--- src/sv/chm_pkg.sv ---
// ----------------------------------------------------------------------------
// chm_pkg
// Shared types for the chained hash map: request codes, controller states,
// and the command and status groups between controller and datapath.
// ----------------------------------------------------------------------------
package chm_pkg;

	typedef enum logic [1:0] {
		OP_PUT    = 2'd0,
		OP_GET    = 2'd1,
		OP_REMOVE = 2'd2,
		OP_NONE   = 2'd3
	} op_t;

	typedef enum logic [2:0] {
		ST_CLEAR,
		ST_IDLE,
		ST_HEAD,
		ST_WALK,
		ST_HIT,
		ST_MISS,
		ST_ALLOC,
		ST_DONE
	} state_t;

	typedef struct packed {
		logic clr_en;
		logic start;
		logic head_load;
		logic walk;
		logic hit;
		logic write_val;
		logic unlink;
		logic alloc;
		logic set_full;
		logic finish;
	} cmd_t;

	typedef struct packed {
		logic clr_done;
		op_t  op;
		logic head_nil;
		logic key_match;
		logic link_nil;
		logic full;
		logic out_busy;
	} sts_t;

	localparam int IN_DATA_BITS  = 64;
	localparam int OUT_DATA_BITS = 48;
	localparam int FIELD_BITS    = 32;
	localparam int COUNT_BITS    = 7;

endpackage

--- src/sv/chm_ctrl.sv ---
// ----------------------------------------------------------------------------
// chm_ctrl
// Request sequencer: clears the bucket table after reset, then walks one
// chain per request and orders the table updates.
// ----------------------------------------------------------------------------
module chm_ctrl (
	input  logic          clk,
	input  logic          arst_n,
	input  logic          in_valid,
	output logic          in_ready,
	input  chm_pkg::sts_t sts,
	output chm_pkg::cmd_t cmd
);
	import chm_pkg::*;

	state_t state_q, state_d;

	always_ff @(posedge clk or negedge arst_n) begin
		if (!arst_n) begin
			state_q <= ST_CLEAR;
		end else begin
			state_q <= state_d;
		end
	end

	always_comb begin
		state_d = state_q;
		unique case (state_q)
			ST_CLEAR: if (sts.clr_done) state_d = ST_IDLE;
			ST_IDLE:  if (in_valid) state_d = ST_HEAD;
			ST_HEAD: begin
				if (sts.op == OP_NONE) state_d = ST_DONE;
				else if (sts.head_nil) state_d = ST_MISS;
				else state_d = ST_WALK;
			end
			ST_WALK: begin
				if (sts.key_match) state_d = ST_HIT;
				else if (sts.link_nil) state_d = ST_MISS;
			end
			ST_HIT: state_d = ST_DONE;
			ST_MISS: begin
				if (sts.op == OP_PUT && !sts.full) state_d = ST_ALLOC;
				else state_d = ST_DONE;
			end
			ST_ALLOC: state_d = ST_DONE;
			ST_DONE:  if (!sts.out_busy) state_d = ST_IDLE;
			default:  state_d = ST_CLEAR;
		endcase
	end

	always_comb begin
		cmd      = '0;
		in_ready = 1'b0;
		unique case (state_q)
			ST_CLEAR: cmd.clr_en = 1'b1;
			ST_IDLE: begin
				in_ready  = 1'b1;
				cmd.start = in_valid;
			end
			ST_HEAD: cmd.head_load = 1'b1;
			ST_WALK: begin
				cmd.hit  = sts.key_match;
				cmd.walk = !sts.key_match;
			end
			ST_HIT: begin
				cmd.write_val = (sts.op == OP_PUT);
				cmd.unlink    = (sts.op == OP_REMOVE);
			end
			ST_MISS:  cmd.set_full = (sts.op == OP_PUT) && sts.full;
			ST_ALLOC: cmd.alloc = 1'b1;
			ST_DONE:  cmd.finish = !sts.out_busy;
			default:  cmd = '0;
		endcase
	end

endmodule

--- config.mk ---
export PLATFORM = sky130hd
export DESIGN_NAME = chm_ctrl
export DESIGN_NICKNAME = d
export VERILOG_FILES = /design/src/sv/chm_pkg.sv /design/src/sv/chm_ctrl.sv
export SDC_FILE = /design/constraint.sdc
export NUM_CORES = 1
export LEC_CHECK = 0
export ABC_AREA = 1
export BUFFER_PORTS_ARGS = -buffer_cell sky130_fd_sc_hd__buf_2
export CAP_MARGIN = 30
export CORE_AREA = 4 4 41 43
export CTS_BUF_LIST = sky130_fd_sc_hd__clkbuf_16
export DETAILED_ROUTE_END_ITERATION = 8
export DIE_AREA = 0 0 45 47
export PLACE_DENSITY_LB_ADDON = 0.3
export SYNTH_ARGS = -nofsm -noshare
export SYNTH_HDL_FRONTEND = slang
export SYNTH_SLANG_ARGS = --single-unit
--- constraint.sdc ---
create_clock -name clk -period 2.36 [get_ports clk]
set_clock_uncertainty 0.1 [all_clocks]
set_input_delay 0.118 -clock clk [delete_from_list [all_inputs] [get_ports clk]]
set_output_delay 0.118 -clock clk [all_outputs]
set_load 0.05 [all_outputs]
==> flow_summary_export.csv, run 1 <==
group,metric,value,unit
logic_synthesis,synth.largest_area_cell,"dfrtp_1",
clock_tree,cts_sinks,3,
sta,tns,0,ps
clock_tree,clk_pin_slew,30,ps
pwr,p_per_area,1630,nW/µm²
sta,fin_crit_sh,0.711,
logic_synthesis,async_reset_ff_frac,1.00,
logic_synthesis,synth_ff_type,"dfrtp_1",
pwr,p_leak,0.356,nW
worst_hold_path,hold_path_class,"input pin to flop",
finish,nNetsFinal,103,
global_routing,top_usage_layer,"met2",
drt,wl,942,µm
global_routing,met1_usage,0.121,
worst_setup_path,critical_path_class,"flop to primary output",
drt,routedWlPerCell,8.89,µm
logic_synthesis,seq_area_frac_synth,0.189,
clock_tree,cts_setup_buffers,0,
sta,tightest_slew,490,ps
outcome,status,"completed",
logic_synthesis,ys_top_cells_by_area,"dfrtp_1, nand2_1, nor2_1",
logic_synthesis,syn_nets,79,
worst_setup_path,crit_path_start_kind,"flop",
finish,antenna_cells,0,
logic_synthesis,yosysTopAreaCellShare,0.189,
finish,drive_above_1_share,0.396,
placement,place_congestion,0.822,
worst_setup_path,crit_required,2140,ps
sta,fin_crit,1680,ps
logic_synthesis,synthDistinctLibCells,15,
clock_tree,insertion_delay,220,ps
worst_setup_path,crit_family,"flip-flops",
drt,detail_route.first_pass.iterations,2,
placement,hpwlAfterDp,770,µm
global_routing,grtUsageMet3,0.0230,
drt,ant_nets,0,
clock_tree,clockBufferDepth,2,
placement,numPortBuffers,21,
flow_run,drv_cap,0,
placement,place_ws,911,ps
placement,placed_area,487,µm²
clock_tree,clockRootBuffer,"clkbuf_16",
sta,hold_viol,0,
logic_synthesis,synth-seq-cells,3,
worst_setup_path,cp.depth,4,
sta,finalSetupViolCount,0,
global_routing,antenna_found_initial,0,
worst_setup_path,end_kind,"primary output",
finish,fin_area,576,µm²
die,row_count,13,
worst_setup_path,arrival,1460,ps
worst_setup_path,cp_cell_sequence,"nor2_1, nand2_1, nor3b_1, buf_2",
sta,final_max_slew_viol_count,0,
logic_synthesis,netlist_area,397,µm²
finish,largest_register_ffs,3,
worst_setup_path,slowest_delay,480,ps
drt,num_vias,458,
sta,slew_headroom,0.673,
die,core_area,1300,µm²
logic_synthesis,synth-edff-count,0,
logic_synthesis,synthCells,68,
drt,drt-initial-drc-count,7,
die,fp.dieH,47,µm
pwr,max-vdd-ir-drop,0.482,mV
finish,layout-area-overhead-vs-synth,45.1,%
global_routing,grt_use_total,0.0973,
worst_setup_path,cpMaxStageDelayCell,"dfrtp_1",
global_routing,grt_pass1_vias,397,
clock_tree,htreeDepth,1,
worst_setup_path,reg2reg_depth,5,
finish,largest_register,"state_q",
die,initial_core_util,0.305,
global_routing,grt_pass1_wl,1.49,mm
drt,route.detailed.drc,0,
logic_synthesis,synth_common_cells,"nand2_1, nor2_1, inv_1, nand3_1, nor3_1",
worst_setup_path,path_buf_inv,1,
die,num_io_pins,22,
die,die_w,45,µm
worst_hold_path,holdPathStages,3,
drt,avgViaCountPerCell,4.32,
clock_tree,cts_tree,"yes",
die,dieArea,2120,µm²
sta,layout_setup_ws,681,ps
logic_synthesis,yosysWarnings,0,
sta,clock.fmax,596,MHz
worst_setup_path,path_max_fanout,9,
clock_tree,cts_inserted_buffers,3,
logic_synthesis,syn_area_per_cell,5.83,µm²
sta,rsz0062_at_grt,"false",
global_routing,grt_max_degree,14,
global_routing,met2_usage,0.155,
finish,reg_top3,"state_q x3",
logic_synthesis,yosysMostFrequentCell,"nand2_1",
global_routing,grt_overflow_total,0,
-- repair_timing --
action,in CTS,in global routing
endpoints found under the hold margin,3,0
resized for setup,0,0
hold buffers,1,0
-- logic make-up (layout without fill, tap and decap cells) --
family / Yosys count / count (layout) / synth area share
buffers and inverters: 15 / 38 / 0.199
AO/OA/AOI/OAI: 5 / 5 / 0.0725
flip-flops: 3 / 3 / 0.189
AND/OR/NAND/NOR: 45 / 45 / 0.539
-- report_power, final --
part | total (W) | leakage, nW | internal [W] | switching (W)
clock | 0.000260 | 0.0423 | 0.000218 | 0.0000422
combinational | 0.000508 | 0.279 | 0.000148 | 0.000360
sequential | 0.000172 | 0.0349 | 0.0000803 | 0.0000913
total | 0.000940 | 0.356 | 0.000446 | 0.000493
-- cell usage in the layout, fill, tap and decap left out --
| master | Yosys | routed |
|---|---|---|
| inv_2 | 3 | 3 |
| nand2_4 | 2 | 2 |
| nor3_1 | 4 | 4 |
| dfrtp_1 | 3 | 3 |
| a21oi_1 | 1 | 1 |
| nor2_1 | 12 | 12 |
| nor3b_1 | 1 | 1 |
| a21oi_2 | 1 | 1 |
| o21ai_0 | 3 | 3 |
| dlygate4sd3_1 | 0 | 1 |
| buf_2 | 0 | 21 |
| nand3_1 | 5 | 5 |
| nand2_2 | 3 | 3 |
| nand2_1 | 15 | 15 |
| clkbuf_16 | 0 | 3 |
| nor2_2 | 3 | 3 |
| inv_1 | 9 | 10 |
-- final cells by class --
class	count	area [µm²]
fill	155	726
multi-input combinational	50	243
timing repair buffer	22	115
sequential	3	75.1
clock buffer	3	75.1
inverter	12	45.0
tap	15	18.8
clock inverter	1	3.75
-- final timing paths --
check                                       start  slack [ps]                      to
setup / recovery           state_q[0]$_DFFE_PN0P_         680                  cmd[3]
min in group asynchronous                  arst_n         120  state_q[1]$_DFFE_PN0P_
max in group asynchronous                  arst_n        1940  state_q[2]$_DFFE_PN0P_
setup reg to reg           state_q[2]$_DFFE_PN0P_         970  state_q[0]$_DFFE_PN0P_
hold / removal                             sts[0]         110  state_q[2]$_DFFE_PN0P_
hold reg to reg            state_q[0]$_DFFE_PN0P_         600  state_q[0]$_DFFE_PN0P_
-- layer usage --
metal	part of all wire	vias up
li1	-	257
met1	0.47	187
met2	0.45	14
met3	0.071	0
met4	0	0
met5	0	-
-- worst min-delay path, delay by kind of cell --
kind                   cells  cell delay (ps)
and+or+nand+nor            2              180
buffers and inverters      1               90
-- stage by stage --
step / total power [W] / std cells / hold slack (ps) / utilization
final: 0.000940 / 106 / 105 / 0.442
after global routing: 0.00101 / 106 / 132 / 0.442
after CTS: 0.000944 / 106 / 105 / 0.442
after detailed placement: 0.000679 / 101 / -185 / 0.374
after global placement: 0.000675 / 101 / -185 / 0.374
after floorplan: 0.000625 / 68 / -278 / -
No activity file was read; power rests on OpenSTA's default activity.
==> run 2, diff against run 1 <==
--- a/config.mk
+++ b/config.mk
@@ -5,7 +5,7 @@
 export SDC_FILE = /design/constraint.sdc
 export NUM_CORES = 1
 export LEC_CHECK = 0
-export ABC_AREA = 1
+export ABC_AREA = 0
 export BUFFER_PORTS_ARGS = -buffer_cell sky130_fd_sc_hd__buf_2
 export CAP_MARGIN = 30
 export CORE_AREA = 4 4 41 43
==> constraint.sdc (replaced) <==
create_clock -name clk -period 1.5 [get_ports clk]
set_clock_uncertainty 0.1 [all_clocks]
set_input_delay 0.075 -clock clk [delete_from_list [all_inputs] [get_ports clk]]
set_output_delay 0.075 -clock clk [all_outputs]
set_load 0.05 [all_outputs]
==> run 2 against run 1 <==
Net effect: the run now ends with setup timing left; die area did not move; synthesized area shrank 17%; global-route usage grew 1.9 points; critical path depth is 1 lower; clock power up 61%; power rose by 51%; core utilization grew 4.0 points; setup slack got worse by 690 ps; combinational power increased by 52%; first-iteration DRC count grew 29%; via count fell by 14%; cell count decreased by 25%; critical endpoint is now cmd[4].
==> flow_summary_export.csv, run 2 <==
group,metric,value,unit
global_routing,grt_use_total,0.116,
pwr,p_int,0.000784,W
worst_setup_path,arrival,1340,ps
finish,fin_area,628,µm²
drt,route.detailed.drc,0,
placement,numPortBuffers,21,
drt,wl,1.01,mm
sta,rsz0062_at_grt,"true",
flow_run,drv_cap,0,
finish,most-common-layout-cells,"buf_2, buf_4, nor2_1, buf_6",
clock_tree,cts_inserted_buffers,3,
logic_synthesis,async_reset_ff_frac,1.00,
clock_tree,clk_pin_slew,30,ps
drt,ant_nets,0,
die,dieArea,2120,µm²
drt,num_vias,393,
pwr,p_sw_frac,0.447,
drt,drt-initial-drc-count,9,
sta,layout_setup_ws,-10.8,ps
global_routing,grt_overflow_total,0,
drt,avgViaCountPerCell,4.91,
worst_setup_path,critical_path_class,"flop to primary output",
logic_synthesis,netlist_area,329,µm²
worst_setup_path,r2r_slack,160,ps
global_routing,grt_pass1_vias,377,
pwr,p_leak,0.282,nW
worst_setup_path,crit_path_start_kind,"flop",
logic_synthesis,yosysWarnings,0,
worst_hold_path,holdPathStages,3,
pwr,p_comb_frac,0.545,
sta,fin_crit,1510,ps
placement,place_ws,97.9,ps
placement,place_congestion,0.798,
worst_setup_path,crit_required,1320,ps
outcome,violations,"setup timing",
pwr,fin_total_pwr,0.00142,W
logic_synthesis,syn_nets,50,
sta,slew_headroom,0.786,
logic_synthesis,synth.largest_area_cell,"dfrtp_1",
worst_setup_path,end_kind,"primary output",
logic_synthesis,seq_area_frac_synth,0.228,
clock_tree,htreeDepth,1,
pwr,max-vdd-ir-drop,0.964,mV
pwr,switchingPower,0.000633,W
placement,hpwlAfterDp,764,µm
worst_setup_path,reg2reg_depth,5,
worst_hold_path,hold_path_class,"input pin to flop",
sta,final_max_slew_viol_count,0,
placement,placed_area,472,µm²
logic_synthesis,synth-edff-count,0,
finish,fin_util,0.483,
sta,finalSetupViolCount,1,
sta,hold_viol,0,
clock_tree,clockRootBuffer,"clkbuf_16",
global_routing,antenna_found_initial,0,
global_routing,grt_pass1_wl,1.67,mm
finish,nNetsFinal,77,
logic_synthesis,synthCells,39,
sta,clock.fmax,662,MHz
logic_synthesis,syn_area_per_cell,8.44,µm²
logic_synthesis,synth_common_cells,"nor2_1, dfrtp_1",
logic_synthesis,yosysTopAreaCellShare,0.228,
logic_synthesis,yosysMostFrequentCell,"nor2_1",
die,row_count,13,
global_routing,grt_max_degree,18,
clock_tree,cts_sinks,3,
die,initial_core_util,0.253,
drt,detail_route.first_pass.iterations,4,
finish,fillers,131,
outcome,status,"complete, but fails checks",
logic_synthesis,synth-seq-cells,3,
logic_synthesis,synthDistinctLibCells,24,
drt,routedWlPerCell,12.6,µm
worst_hold_path,hp-start,"sts[7]",
logic_synthesis,synth_ff_type,"dfrtp_1",
finish,layout-area-overhead-vs-synth,90.9,%
die,num_io_pins,22,
finish,largest_register,"state_q",
worst_setup_path,rr_startpoint,"state_q[1]$_DFFE_PN0P_",
finish,final_common_cell,"buf_2",
sta,tightest_slew,318,ps
finish,antenna_cells,0,
worst_setup_path,path_max_fanout,3,
worst_setup_path,r2r_end,"state_q[0]$_DFFE_PN0P_",
sta,fin_crit_sh,1.01,
pwr,p_per_area,2260,nW/µm²
die,die_w,45,µm
clock_tree,cts_tree,"yes",
die,core_area,1300,µm²
worst_hold_path,min_to,"state_q[0]$_DFFE_PN0P_",
finish,drive_above_1_share,0.708,
die,fp.dieH,47,µm
worst_setup_path,critPathLaunch,"state_q[1]$_DFFE_PN0P_",
finish,largest_register_ffs,3,
finish,reg_top3,"state_q x3",
pwr,pwr-share-clk,0.295,
clock_tree,clockBufferDepth,2,
clock_tree,insertion_delay,220,ps
logic_synthesis,ys_top_cells_by_area,"dfrtp_1, nor3b_2, nor2_1",
pwr,p_seq_frac,0.160,
run 2: changes by cell type after synthesis, sizes merged, moves of 3 or more:
cell	before	now
nand2	20	1
nand3	5	1
inv	12	0
nor2	15	6
nor3b	1	4
run 2: worst max-delay path, stage by stage, from the launching register on:
cell and delay, ps:
dfrtp_1 380, or3_4 360, nor3b_2 190, buf_6 180
run 2: final cells by class:
type                       count  area, µm²  share of cell area
tap                           15       18.8              0.0299
timing repair buffer          26        193               0.307
clock inverter                 1       3.75             0.00598
multi-input combinational     32        260               0.414
clock buffer                   3       75.1               0.120
sequential                     3       77.6               0.124
run 2: how the worst max path moves through the flow:
stage          endpoint  slack (ps)  cells after the start
6_report         cmd[4]         -10                      3
4_1_cts          cmd[4]         -40                      3
3_5_place_dp     cmd[4]         100                      3
5_1_grt          cmd[4]         -60                      3
2_1_floorplan    cmd[6]        -430                      3
3_3_place_gp     cmd[4]         110                      3
run 2: cells by family (layout without fill, tap and decap cells):
logic type | after synthesis | count (layout) | synth area share
and+or+nand+nor | 21 | 21 | 0.418
buffers and inverters | 4 | 30 | 0.0761
DFF | 3 | 3 | 0.228
AOI/OAI and AO/OA | 11 | 11 | 0.278
run 2: power groups by stage:
stage	sequential, W	combinational, W	clock [W]
5_1_grt	0.000243	0.000827	0.000439
6_report	0.000226	0.000772	0.000419
2_1_floorplan	0.000138	0.000650	0
3_3_place_gp	0.000212	0.000692	0
3_5_place_dp	0.000219	0.000692	0
4_1_cts	0.000225	0.000744	0.000424
run 2: per-stage QoR:
stage	hold WS [ps]	TNS, ps	cells
2_1_floorplan	-321	-1080	39
3_3_place_gp	-229	0	74
3_5_place_dp	-221	0	74
4_1_cts	20.8	-40.8	80
5_1_grt	47.8	-60.4	80
6_report	25.3	-10.8	80
run 2: per-layer routing:
layer,wire length [µm],global-route usage,part of all wire,vias to the layer above
met1,442,0.148,0.44,167
met5,0,0,0,-
met4,38,0.123,0.038,0
met2,406,0.155,0.40,25
li1,-,-,-,197
met3,117,0.0230,0.12,4
run 2: what timing repair did:
action,in CTS,in global routing
hold buffers,1,0
setup endpoints to repair,11,8
hold endpoints to repair,3,0
gates resized for setup,13,10
setup buffers,1,0
pin swaps,2,2
